**config.mk**
```make
export PLATFORM = sky130hd
export DESIGN_NAME = hsv_hue_color_classifier_core
export DESIGN_NICKNAME = d
export VERILOG_FILES = /design/src/hdl/hsvc_pkg.sv /design/src/hdl/hsv_hue_color_classifier_core.sv /design/src/hdl/hsvc_queue.sv /design/src/hdl/hsvc_front.sv /design/src/hdl/hsvc_back.sv
export SDC_FILE = /design/constraint.sdc
export NUM_CORES = 2
export LEC_CHECK = 0
export BUFFER_PORTS_ARGS = -buffer_cell sky130_fd_sc_hd__buf_2
export CORE_AREA = 2 2 460 462
export DETAILED_ROUTE_END_ITERATION = 12
export DIE_AREA = 0 0 462 464
export GPL_TIMING_DRIVEN = 0
export RECOVER_POWER = 50
export SLEW_MARGIN = 20
export SYNTH_ARGS = -nofsm -noshare
export SYNTH_HDL_FRONTEND = slang
export SYNTH_SLANG_ARGS = --single-unit
```
**constraint.sdc**
```tcl
create_clock -name aclk -period 15.63 [get_ports aclk]
set_clock_uncertainty 0.05 [all_clocks]
set_input_delay 1.563 -clock aclk [delete_from_list [all_inputs] [get_ports aclk]]
set_output_delay 1.563 -clock aclk [all_outputs]
set_load 0.05 [all_outputs]
```
**src/hdl/hsvc_pkg.sv**
```systemverilog
// Shared types and constants of the HSV hue colour classifier.
`default_nettype none

package hsvc_pkg;

    localparam int unsigned HUE_FRAC_BITS_DEF = 6;
    localparam int unsigned QUEUE_DEPTH       = 4;
    localparam int unsigned DIV_BITS_PER_STG  = 4;

    // Hue numerator constants (degrees times chroma).
    localparam logic [16:0] DEG_60  = 17'd60;
    localparam logic [16:0] DEG_120 = 17'd120;
    localparam logic [16:0] DEG_240 = 17'd240;
    localparam logic [16:0] DEG_360 = 17'd360;

    localparam int unsigned SAT_SHIFT = 8;
    localparam logic [8:0]  SAT_GREY  = 9'd256;

    // Class codes.
    localparam logic [1:0] CLS_NONE  = 2'd0;
    localparam logic [1:0] CLS_RED   = 2'd1;
    localparam logic [1:0] CLS_BLUE  = 2'd2;
    localparam logic [1:0] CLS_GREEN = 2'd3;

    // Register indexes.
    localparam logic [2:0] REG_RED_LOW   = 3'd0;
    localparam logic [2:0] REG_RED_HIGH  = 3'd1;
    localparam logic [2:0] REG_BLUE_LOW  = 3'd2;
    localparam logic [2:0] REG_BLUE_HIGH = 3'd3;
    localparam logic [2:0] REG_GRN_LOW   = 3'd4;
    localparam logic [2:0] REG_GRN_HIGH  = 3'd5;
    localparam logic [2:0] REG_GRN_SAT   = 3'd6;

    typedef struct packed {
        logic [8:0] red_low_limit;
        logic [8:0] red_high_limit;
        logic [8:0] blue_low_limit;
        logic [8:0] blue_high_limit;
        logic [8:0] green_low_limit;
        logic [8:0] green_high_limit;
        logic [8:0] green_sat_floor;
    } cfg_t;

    // One classified pixel waiting for its divisions.
    typedef struct packed {
        logic [31:0] pix_out;
        logic [1:0]  cls;
        logic [7:0]  mx;
        logic [7:0]  chroma;
        logic [16:0] p;
    } q_entry_t;

    typedef struct packed {
        logic [31:0] pix_out;
        logic [1:0]  cls;
        logic [7:0]  mx;
        logic [7:0]  chroma;
    } back_pay_t;

endpackage

`default_nettype wire

```
**src/hdl/hsv_hue_color_classifier_core.sv**
```systemverilog
// Top level of the HSV hue colour classifier: register bank, front, queue, back.
`default_nettype none

// One packed pixel (red 7:0, green 15:8, blue 23:16, alpha 31:24) goes in per
// request on the s_ stream; one result comes out per pixel on the m_ stream, in
// order. Brightness is the largest channel, saturation is chroma*256/max
// (256 for grey or black), hue is in 1/2^HUE_FRAC_BITS degree, truncated, with
// red winning ties, then green. The band tests use the exact hue, so 35.01
// degrees is not "at or below 35". Class order is red band, blue band, then
// green band with saturation strictly above green_sat_floor; an unclassified
// pixel comes out with class 0 and pixel_out zero. A grey pixel has hue 0 and
// lands in the red band with the reset limits.
// Rate: one pixel per clock sustained while m_tready stays high, independent
// of data. The first front stage loads on the accepting edge; after it come
// two more front stages, one queue slot, ceil((9 + HUE_FRAC_BITS) / 4) divider
// stages (4 quotient bits per stage) and the output register. The front and
// back are split by a 4-entry queue, so a stalled m_tready backs up into the
// queue before s_tready drops. Register writes are taken on any cycle (cfg_ready
// is tied high) and must only happen while the block holds no pixels;
// indexes past green_sat_floor are ignored.
module hsv_hue_color_classifier_core #(
    parameter int unsigned HUE_FRAC_BITS = hsvc_pkg::HUE_FRAC_BITS_DEF
) (
    input  wire         aclk,
    input  wire         aresetn,
    // input pixel stream
    input  wire         s_tvalid,
    output logic        s_tready,
    input  wire  [31:0] s_tdata,     // pixel_in[31:0]
    // result stream
    output logic        m_tvalid,
    input  wire         m_tready,
    output logic [63:0] m_tdata,     // hue[14:0], saturation[23:15],
                                     // brightness[31:24], pixel_out[63:32]
    output logic [1:0]  m_tuser,     // color_class[1:0]
    // register writes
    input  wire         cfg_valid,
    output logic        cfg_ready,
    input  wire  [2:0]  cfg_index,
    input  wire  [8:0]  cfg_data
);

    hsvc_pkg::cfg_t     cfg_reg;
    logic               q_full, q_push, q_pop, q_not_empty;
    hsvc_pkg::q_entry_t q_in, q_out;

    // Band limits and saturation floor, written by index.
    assign cfg_ready = 1'b1;

    always_ff @(posedge aclk) begin
        if (!aresetn) begin
            cfg_reg.red_low_limit    <= 9'd35;
            cfg_reg.red_high_limit   <= 9'd330;
            cfg_reg.blue_low_limit   <= 9'd120;
            cfg_reg.blue_high_limit  <= 9'd320;
            cfg_reg.green_low_limit  <= 9'd50;
            cfg_reg.green_high_limit <= 9'd120;
            cfg_reg.green_sat_floor  <= 9'd153;
        end else if (cfg_valid && cfg_ready) begin
            case (cfg_index)
                hsvc_pkg::REG_RED_LOW:   cfg_reg.red_low_limit    <= cfg_data;
                hsvc_pkg::REG_RED_HIGH:  cfg_reg.red_high_limit   <= cfg_data;
                hsvc_pkg::REG_BLUE_LOW:  cfg_reg.blue_low_limit   <= cfg_data;
                hsvc_pkg::REG_BLUE_HIGH: cfg_reg.blue_high_limit  <= cfg_data;
                hsvc_pkg::REG_GRN_LOW:   cfg_reg.green_low_limit  <= cfg_data;
                hsvc_pkg::REG_GRN_HIGH:  cfg_reg.green_high_limit <= cfg_data;
                hsvc_pkg::REG_GRN_SAT:   cfg_reg.green_sat_floor  <= cfg_data;
                default: ;                                  // unused index
            endcase
        end
    end

    hsvc_front u_front (
        .aclk     (aclk),
        .aresetn  (aresetn),
        .cfg      (cfg_reg),
        .s_tvalid (s_tvalid),
        .s_tready (s_tready),
        .s_tdata  (s_tdata),
        .q_full   (q_full),
        .q_push   (q_push),
        .q_entry  (q_in)
    );

    hsvc_queue #(
        .DEPTH (hsvc_pkg::QUEUE_DEPTH)
    ) u_queue (
        .aclk      (aclk),
        .aresetn   (aresetn),
        .push      (q_push),
        .din       (q_in),
        .full      (q_full),
        .pop       (q_pop),
        .dout      (q_out),
        .not_empty (q_not_empty)
    );

    hsvc_back #(
        .HUE_FRAC_BITS (HUE_FRAC_BITS)
    ) u_back (
        .aclk        (aclk),
        .aresetn     (aresetn),
        .q_not_empty (q_not_empty),
        .q_entry     (q_out),
        .q_pop       (q_pop),
        .m_tvalid    (m_tvalid),
        .m_tready    (m_tready),
        .m_tdata     (m_tdata),
        .m_tuser     (m_tuser)
    );

    // Nothing comes out in the cycle after reset.
    a_reset_empty: assert property (@(posedge aclk) !aresetn |=> !m_tvalid)
        else $error("result valid right after reset");

    // An unclassified pixel is always zeroed.
    a_none_zeroed: assert property (@(posedge aclk) disable iff (!aresetn)
        m_tvalid && (m_tuser == hsvc_pkg::CLS_NONE) |-> (m_tdata[63:32] == 32'd0))
        else $error("unclassified pixel not zeroed");

    // Black has zero chroma: hue 0 and saturation 256.
    a_black_grey: assert property (@(posedge aclk) disable iff (!aresetn)
        m_tvalid && (m_tdata[31:24] == 8'd0)
        |-> (m_tdata[14:0] == 15'd0) && (m_tdata[23:15] == hsvc_pkg::SAT_GREY))
        else $error("black pixel with nonzero hue or partial saturation");

    // Saturation divider never exceeds full scale.
    a_sat_range: assert property (@(posedge aclk) disable iff (!aresetn)
        m_tvalid |-> (m_tdata[23:15] <= hsvc_pkg::SAT_GREY))
        else $error("saturation above 256");

endmodule

`default_nettype wire

```
**src/hdl/hsvc_queue.sv**
```systemverilog
// Small register FIFO between the classifying front and the divider back end.
`default_nettype none

module hsvc_queue #(
    parameter int unsigned DEPTH = hsvc_pkg::QUEUE_DEPTH
) (
    input  wire                       aclk,
    input  wire                       aresetn,
    input  wire                       push,
    input  wire hsvc_pkg::q_entry_t   din,
    output logic                      full,
    input  wire                       pop,
    output hsvc_pkg::q_entry_t        dout,
    output logic                      not_empty
);

    localparam int unsigned PW = (DEPTH > 1) ? $clog2(DEPTH) : 1;
    localparam int unsigned CW = $clog2(DEPTH + 1);

    hsvc_pkg::q_entry_t entries_reg [DEPTH];
    logic [PW-1:0] wr_ptr_reg, rd_ptr_reg;
    logic [CW-1:0] count_reg;

    assign full      = (count_reg == CW'(DEPTH));
    assign not_empty = (count_reg != '0);
    assign dout      = entries_reg[rd_ptr_reg];

    always_ff @(posedge aclk) begin
        if (push) begin
            entries_reg[wr_ptr_reg] <= din;
        end
    end

    always_ff @(posedge aclk) begin
        if (!aresetn) begin
            wr_ptr_reg <= '0;
            rd_ptr_reg <= '0;
            count_reg  <= '0;
        end else begin
            if (push) begin
                wr_ptr_reg <= (wr_ptr_reg == PW'(DEPTH - 1)) ? '0 : wr_ptr_reg + 1'b1;
            end
            if (pop) begin
                rd_ptr_reg <= (rd_ptr_reg == PW'(DEPTH - 1)) ? '0 : rd_ptr_reg + 1'b1;
            end
            if (push && !pop) begin
                count_reg <= count_reg + 1'b1;
            end else if (pop && !push) begin
                count_reg <= count_reg - 1'b1;
            end
        end
    end

endmodule

`default_nettype wire

```
**src/hdl/hsvc_front.sv**
```systemverilog
// Front end: accepts pixels, finds max/chroma/hue numerator and classifies.
`default_nettype none

module hsvc_front (
    input  wire                      aclk,
    input  wire                      aresetn,
    input  wire hsvc_pkg::cfg_t      cfg,
    input  wire                      s_tvalid,
    output logic                     s_tready,
    input  wire  [31:0]              s_tdata,
    input  wire                      q_full,
    output logic                     q_push,
    output hsvc_pkg::q_entry_t       q_entry
);

    logic adv;

    // Stage 1: channel max/min.
    logic        s1_valid_reg;
    logic [31:0] s1_pix_reg;
    logic [7:0]  s1_mx_reg, s1_chroma_reg;
    logic        s1_red_max_reg, s1_grn_max_reg;
    logic [7:0]  r_in, g_in, b_in, mx_next, mn_next;
    logic        red_max_next, grn_max_next;

    // Stage 2: hue numerator and band products.
    logic        s2_valid_reg;
    logic [31:0] s2_pix_reg;
    logic [7:0]  s2_mx_reg, s2_chroma_reg;
    logic [16:0] s2_p_reg, p_next;
    logic [16:0] s2_rl_reg, s2_rh_reg, s2_bl_reg, s2_bh_reg, s2_gl_reg, s2_gh_reg;
    logic [17:0] s2_sat_rhs_reg, sat_rhs_next;
    logic [16:0] r17, g17, b17, c17;

    // Stage 3: class.
    logic               s3_valid_reg;
    hsvc_pkg::q_entry_t s3_entry_reg, entry_next;
    logic               sel_red, sel_blue, sel_grn, sat_gt;
    logic [1:0]         cls_next;

    assign adv      = !s3_valid_reg || !q_full;
    assign s_tready = adv;
    assign q_push   = s3_valid_reg && !q_full;
    assign q_entry  = s3_entry_reg;

    always_comb begin
        r_in = s_tdata[7:0];
        g_in = s_tdata[15:8];
        b_in = s_tdata[23:16];
        red_max_next = (r_in >= g_in) && (r_in >= b_in);
        grn_max_next = !red_max_next && (g_in >= b_in);
        mx_next = red_max_next ? r_in : (grn_max_next ? g_in : b_in);
        if ((r_in <= g_in) && (r_in <= b_in)) begin
            mn_next = r_in;
        end else if (g_in <= b_in) begin
            mn_next = g_in;
        end else begin
            mn_next = b_in;
        end
    end

    always_comb begin
        r17 = 17'(s1_pix_reg[7:0]);
        g17 = 17'(s1_pix_reg[15:8]);
        b17 = 17'(s1_pix_reg[23:16]);
        c17 = 17'(s1_chroma_reg);
        if (s1_red_max_reg) begin
            if (g17 >= b17) begin
                p_next = hsvc_pkg::DEG_60 * (g17 - b17);
            end else begin
                p_next = hsvc_pkg::DEG_360 * c17 - hsvc_pkg::DEG_60 * (b17 - g17);
            end
        end else if (s1_grn_max_reg) begin
            p_next = hsvc_pkg::DEG_120 * c17 + hsvc_pkg::DEG_60 * b17
                   - hsvc_pkg::DEG_60 * r17;
        end else begin
            p_next = hsvc_pkg::DEG_240 * c17 + hsvc_pkg::DEG_60 * r17
                   - hsvc_pkg::DEG_60 * g17;
        end
        // sat > floor  <=>  chroma*256 >= (floor+1)*max
        sat_rhs_next = (18'(cfg.green_sat_floor) + 18'd1) * 18'(s1_mx_reg);
    end

    always_comb begin
        sel_red = (s2_p_reg <= s2_rl_reg) || (s2_p_reg >= s2_rh_reg);
        sel_blue = (s2_p_reg >= s2_bl_reg) && (s2_p_reg <= s2_bh_reg);
        sel_grn = (s2_p_reg >= s2_gl_reg) && (s2_p_reg <= s2_gh_reg);
        if (s2_chroma_reg == '0) begin
            sat_gt = !cfg.green_sat_floor[8];   // grey: saturation reads 256
        end else begin
            sat_gt = ({2'b00, s2_chroma_reg, 8'h00} >= s2_sat_rhs_reg);
        end
        if (sel_red) begin
            cls_next = hsvc_pkg::CLS_RED;
        end else if (sel_blue) begin
            cls_next = hsvc_pkg::CLS_BLUE;
        end else if (sel_grn && sat_gt) begin
            cls_next = hsvc_pkg::CLS_GREEN;
        end else begin
            cls_next = hsvc_pkg::CLS_NONE;
        end
        entry_next.pix_out = (cls_next != hsvc_pkg::CLS_NONE) ? s2_pix_reg : '0;
        entry_next.cls     = cls_next;
        entry_next.mx      = s2_mx_reg;
        entry_next.chroma  = s2_chroma_reg;
        entry_next.p       = s2_p_reg;
    end

    always_ff @(posedge aclk) begin
        if (!aresetn) begin
            s1_valid_reg <= 1'b0;
            s2_valid_reg <= 1'b0;
            s3_valid_reg <= 1'b0;
        end else if (adv) begin
            s1_valid_reg <= s_tvalid;
            s2_valid_reg <= s1_valid_reg;
            s3_valid_reg <= s2_valid_reg;
        end
    end

    always_ff @(posedge aclk) begin
        if (adv) begin
            s1_pix_reg     <= s_tdata;
            s1_mx_reg      <= mx_next;
            s1_chroma_reg  <= mx_next - mn_next;
            s1_red_max_reg <= red_max_next;
            s1_grn_max_reg <= grn_max_next;

            s2_pix_reg     <= s1_pix_reg;
            s2_mx_reg      <= s1_mx_reg;
            s2_chroma_reg  <= s1_chroma_reg;
            s2_p_reg       <= p_next;
            s2_rl_reg      <= 17'(cfg.red_low_limit) * 17'(s1_chroma_reg);
            s2_rh_reg      <= 17'(cfg.red_high_limit) * 17'(s1_chroma_reg);
            s2_bl_reg      <= 17'(cfg.blue_low_limit) * 17'(s1_chroma_reg);
            s2_bh_reg      <= 17'(cfg.blue_high_limit) * 17'(s1_chroma_reg);
            s2_gl_reg      <= 17'(cfg.green_low_limit) * 17'(s1_chroma_reg);
            s2_gh_reg      <= 17'(cfg.green_high_limit) * 17'(s1_chroma_reg);
            s2_sat_rhs_reg <= sat_rhs_next;

            s3_entry_reg   <= entry_next;
        end
    end

endmodule

`default_nettype wire

```
**src/hdl/hsvc_back.sv**
```systemverilog
// Back end: pipelined restoring dividers for hue and saturation, output register.
`default_nettype none

module hsvc_back #(
    parameter int unsigned HUE_FRAC_BITS = hsvc_pkg::HUE_FRAC_BITS_DEF
) (
    input  wire                      aclk,
    input  wire                      aresetn,
    input  wire                      q_not_empty,
    input  wire hsvc_pkg::q_entry_t  q_entry,
    output logic                     q_pop,
    output logic                     m_tvalid,
    input  wire                      m_tready,
    output logic [63:0]              m_tdata,
    output logic [1:0]               m_tuser
);

    localparam int unsigned Q      = 9 + HUE_FRAC_BITS;   // quotient bits
    localparam int unsigned WW     = Q + 8;               // remainder + quotient
    localparam int unsigned STEP   = hsvc_pkg::DIV_BITS_PER_STG;
    localparam int unsigned NSTAGE = (Q + STEP - 1) / STEP;

    // Up to STEP restoring steps; w holds {remainder, numerator/quotient bits}.
    function automatic logic [WW-1:0] div_steps(input logic [WW-1:0] w,
                                                input logic [7:0] d,
                                                input int unsigned n);
        logic [8:0]   t;
        logic [7:0]   rem;
        logic [Q-1:0] low;
        logic         qbit;
        rem = w[WW-1:Q];
        low = w[Q-1:0];
        for (int j = 0; j < STEP; j++) begin
            if (j < n) begin
                t    = {rem, low[Q-1]};
                qbit = (t >= {1'b0, d});
                if (qbit) begin
                    t = t - {1'b0, d};
                end
                rem = t[7:0];
                low = {low[Q-2:0], qbit};
            end
        end
        return {rem, low};
    endfunction

    logic adv;

    logic                stg_valid_reg [NSTAGE];
    logic [WW-1:0]       stg_wh_reg    [NSTAGE];
    logic [WW-1:0]       stg_ws_reg    [NSTAGE];
    hsvc_pkg::back_pay_t stg_pay_reg   [NSTAGE];

    logic        out_valid_reg;
    logic [14:0] out_hue_reg, hue_next;
    logic [8:0]  out_sat_reg, sat_next;
    logic [7:0]  out_bright_reg;
    logic [1:0]  out_cls_reg;
    logic [31:0] out_pix_reg;

    assign adv   = !out_valid_reg || m_tready;
    assign q_pop = adv && q_not_empty;

    for (genvar k = 0; k < NSTAGE; k++) begin : g_stg
        localparam int unsigned NS = ((Q - k * STEP) < STEP) ? (Q - k * STEP) : STEP;
        logic                v_in;
        logic [WW-1:0]       wh_in, ws_in, wh_next, ws_next;
        hsvc_pkg::back_pay_t pay_in;

        if (k == 0) begin : g_head
            always_comb begin
                v_in           = q_pop;
                wh_in          = WW'(q_entry.p) << HUE_FRAC_BITS;
                ws_in          = WW'(q_entry.chroma) << hsvc_pkg::SAT_SHIFT;
                pay_in.pix_out = q_entry.pix_out;
                pay_in.cls     = q_entry.cls;
                pay_in.mx      = q_entry.mx;
                pay_in.chroma  = q_entry.chroma;
            end
        end else begin : g_body
            always_comb begin
                v_in   = stg_valid_reg[k-1];
                wh_in  = stg_wh_reg[k-1];
                ws_in  = stg_ws_reg[k-1];
                pay_in = stg_pay_reg[k-1];
            end
        end

        assign wh_next = div_steps(wh_in, pay_in.chroma, NS);
        assign ws_next = div_steps(ws_in, pay_in.mx, NS);

        always_ff @(posedge aclk) begin
            if (!aresetn) begin
                stg_valid_reg[k] <= 1'b0;
            end else if (adv) begin
                stg_valid_reg[k] <= v_in;
            end
        end

        always_ff @(posedge aclk) begin
            if (adv) begin
                stg_wh_reg[k]  <= wh_next;
                stg_ws_reg[k]  <= ws_next;
                stg_pay_reg[k] <= pay_in;
            end
        end
    end

    // Zero chroma: hue 0, saturation 256 (the hue divider ran on a zero divisor).
    always_comb begin
        if (stg_pay_reg[NSTAGE-1].chroma == '0) begin
            hue_next = '0;
            sat_next = hsvc_pkg::SAT_GREY;
        end else begin
            hue_next = 15'(stg_wh_reg[NSTAGE-1][Q-1:0]);
            sat_next = 9'(stg_ws_reg[NSTAGE-1][Q-1:0]);
        end
    end

    always_ff @(posedge aclk) begin
        if (!aresetn) begin
            out_valid_reg <= 1'b0;
        end else if (adv) begin
            out_valid_reg <= stg_valid_reg[NSTAGE-1];
        end
    end

    always_ff @(posedge aclk) begin
        if (adv) begin
            out_hue_reg    <= hue_next;
            out_sat_reg    <= sat_next;
            out_bright_reg <= stg_pay_reg[NSTAGE-1].mx;
            out_cls_reg    <= stg_pay_reg[NSTAGE-1].cls;
            out_pix_reg    <= stg_pay_reg[NSTAGE-1].pix_out;
        end
    end

    assign m_tvalid = out_valid_reg;
    assign m_tdata  = {out_pix_reg, out_bright_reg, out_sat_reg, out_hue_reg};
    assign m_tuser  = out_cls_reg;

endmodule

`default_nettype wire

```
==> impl_metrics.toml <==
[yosys]
synth_seq_area_share_pct = 40.5
synth_nets = 7841
synth_ff_type = "edfxtp_1"
synth_edf_count = 934
synth_area_leaders = "edfxtp_1, ha_1, fa_1"
avgSynthCellArea_um2 = 11.1
ys_types = 86
synthCells = 6566
yosys.area.top_type = "edfxtp_1"
netlist_area_um2 = 73000
async_flop_share_pct = 0
ys_seq_elements = 1011
netlist.area_leader.share_pct = 38.4
yosysWarnings = 0

[layout]
largest_register_ffs = 260
multi_input_area_um2 = 39400
layout_commonest_cell = "edfxtp_1"
fillers = 20200
area_growth_pct = 10.8
drive_above_1_share_pct = 6.87
fin_nets = 8075
regArea_um2 = 29600
finalNonFillerCells = 9702
final_cell_mix = "edfxtp_1, inv_1, ha_1, nand2_1, fa_1"

[drt]
wl_um = 173000
drt_pre_antenna_iters = 5
vias = 48200
drc = 0
routedWlPerCell_um = 17.9
viasPerCell = 4.97
detail_route.iter0.violations = 3150
ant_nets = 0

[global_routing]
grt_use_total_pct = 16.1
grt_max_degree = 115
grt_pass1_vias = 48800
grt-ovfl-total = 0
antenna_found_initial = 13
grt_pass1_wl_um = 273000

[run]
max_cap_violations = 11

[setup_path]
cpMostUsedCell = "clkbuf_1"
setup.worst_path.end_class = "register"
worstSetupPathType = "reg2reg"
start_kind = "register"
critPathBufInv = 9
crit_fanout = 10
max_stage_delay_ns = 0.70
critPathArrivalTime_ns = 13.58
cp_top_family = "compound AO/OA/AOI/OAI gates"
cp.required_ns = 16.08
cpMaxStageDelayCell = "mux2i_1"

[die]
dieArea_um2 = 214000
start_util_pct = 34.9
fp.dieW_um = 462
ios = 118
rows = 168
fp.dieH_um = 464
core_um2 = 209000

[sta]
fin_setup_tns_ns = 0
period_needed_ns = 13.13
hold_viol = 0
tightest_slew_ns = 4.23
rsz0062_at_grt = "false"
period_share_pct = 84.0
fmax_mhz = 76.2
finalMaxSlewViolations = 484
maxSlewHeadroom_pct = -182
setup_viol = 0

[cts]
cts_num_sinks = 1011
clkTransAtPathRegs_ns = 0.06
cts_tree = "done"
clockBufferDepth = 3
clock_latency_ns = 0.76
cts_root_buffer = "clkbuf_16"
htree_levels = 3
cts.repair.resized = 0
cts_setup_buffers = 0
numCtsBuffers = 109
cts_hold_buf = 0

[outcome]
run_status = "complete, but fails checks"
failed_checks = "capacitance limit, slew limit"

[worst_hold_path]
hold_class = "reg2reg"

[place]
io_buffers = 111
place.gp.congestion = 0.878
dp.cells = 9494
dpl.hpwl_um = 131000
-- final timing paths --
| check | start | end | slack (ns) | cells after the start |
|---|---|---|---|---|
| max | register | u_back.stg_ws_reg[0][22] | 2.50 | 43 |
| min reg2reg | u_back.stg_pay_reg[0][47] | u_back.stg_pay_reg[1][47] | 0.35 | 0 |
| max reg2reg | register | u_back.stg_ws_reg[0][22] | 2.50 | 43 |
| min | u_back.stg_pay_reg[0][47] | u_back.stg_pay_reg[1][47] | 0.35 | 0 |
-- layer usage --
metal	up-vias	routed length [um]	global-route usage, %
met2	998	82900	27.1
met4	2	6310	5.71
met3	292	8010	2.24
met1	23700	76100	21.2
met5	-	12	0
li1	23200	-	-
-- layout make-up --
cell class	instances	share of cell area [%]
Multi-Input combinational cell	4495	48.7
Sequential cell	1011	36.6
Tap cell	2805	4.34
Inverter	905	4.20
Clock buffer	136	3.63
Clock inverter	70	0.914
Timing Repair Buffer	123	0.851
Buffer	155	0.738
Antenna cell	2	0.00619
-- through the flow --
stage	instance area [um2]	hold slack (ns)	setup slack (ns)	util, %
2_1_floorplan	73000	0.350	4.88	-
3_3_place_gp	77100	0.351	2.31	36.8
3_5_place_dp	77400	0.355	2.26	37.0
4_1_cts	81000	0.341	2.24	38.8
5_1_grt	80900	0.346	1.55	38.7
6_report	80900	0.352	2.50	38.7
-- cells in the mapped netlist (9+ instances only) --
library cell and instances:
a31oi_1 19, o311ai_0 9, o211ai_1 29, and4_1 13, a211oi_1 27, nor2b_1 90
nand3b_1 9, mux2i_1 56, buf_1 30, a21o_1 92, fa_1 429, and3_1 35
nand2_1 553, a21oi_1 286, inv_1 895, o21ai_0 242, xor2_1 83, o41ai_1 13
ha_1 797, a211o_1 10, nand3_1 109, or2_2 13, nor3_1 98, nand2b_1 36
nor2_1 306, edfxtp_1 934, a21boi_0 87, o31ai_1 9, mux2_2 110, or3_1 23
o21a_1 56, o21bai_1 38, mux4_2 59, and2_1 337, o221ai_1 15, o31a_1 16
clkbuf_1 122, xnor2_1 227, dfxtp_1 77, nand4_1 42, nor4_1 14, a2111oi_0 15
-- logic make-up (layout without fill, tap and decap cells) --
logic type      after synthesis  in the layout  share of synthesized area [%]
other cells                   1              3                        0.00514
buf+inv                    1060           1389                           5.47
mux                         225            225                           4.29
fa+ha+maj                  1226           1226                           25.4
flops                      1011           1011                           40.5
simple gates               1697           1697                           11.4
xor+xnor                    310            310                           3.72
compound gates             1036           1036                           9.15
Power is left out: the tool's default activity adds up to more than one toggle a clock period on the data nets, which glitch-free logic cannot reach.
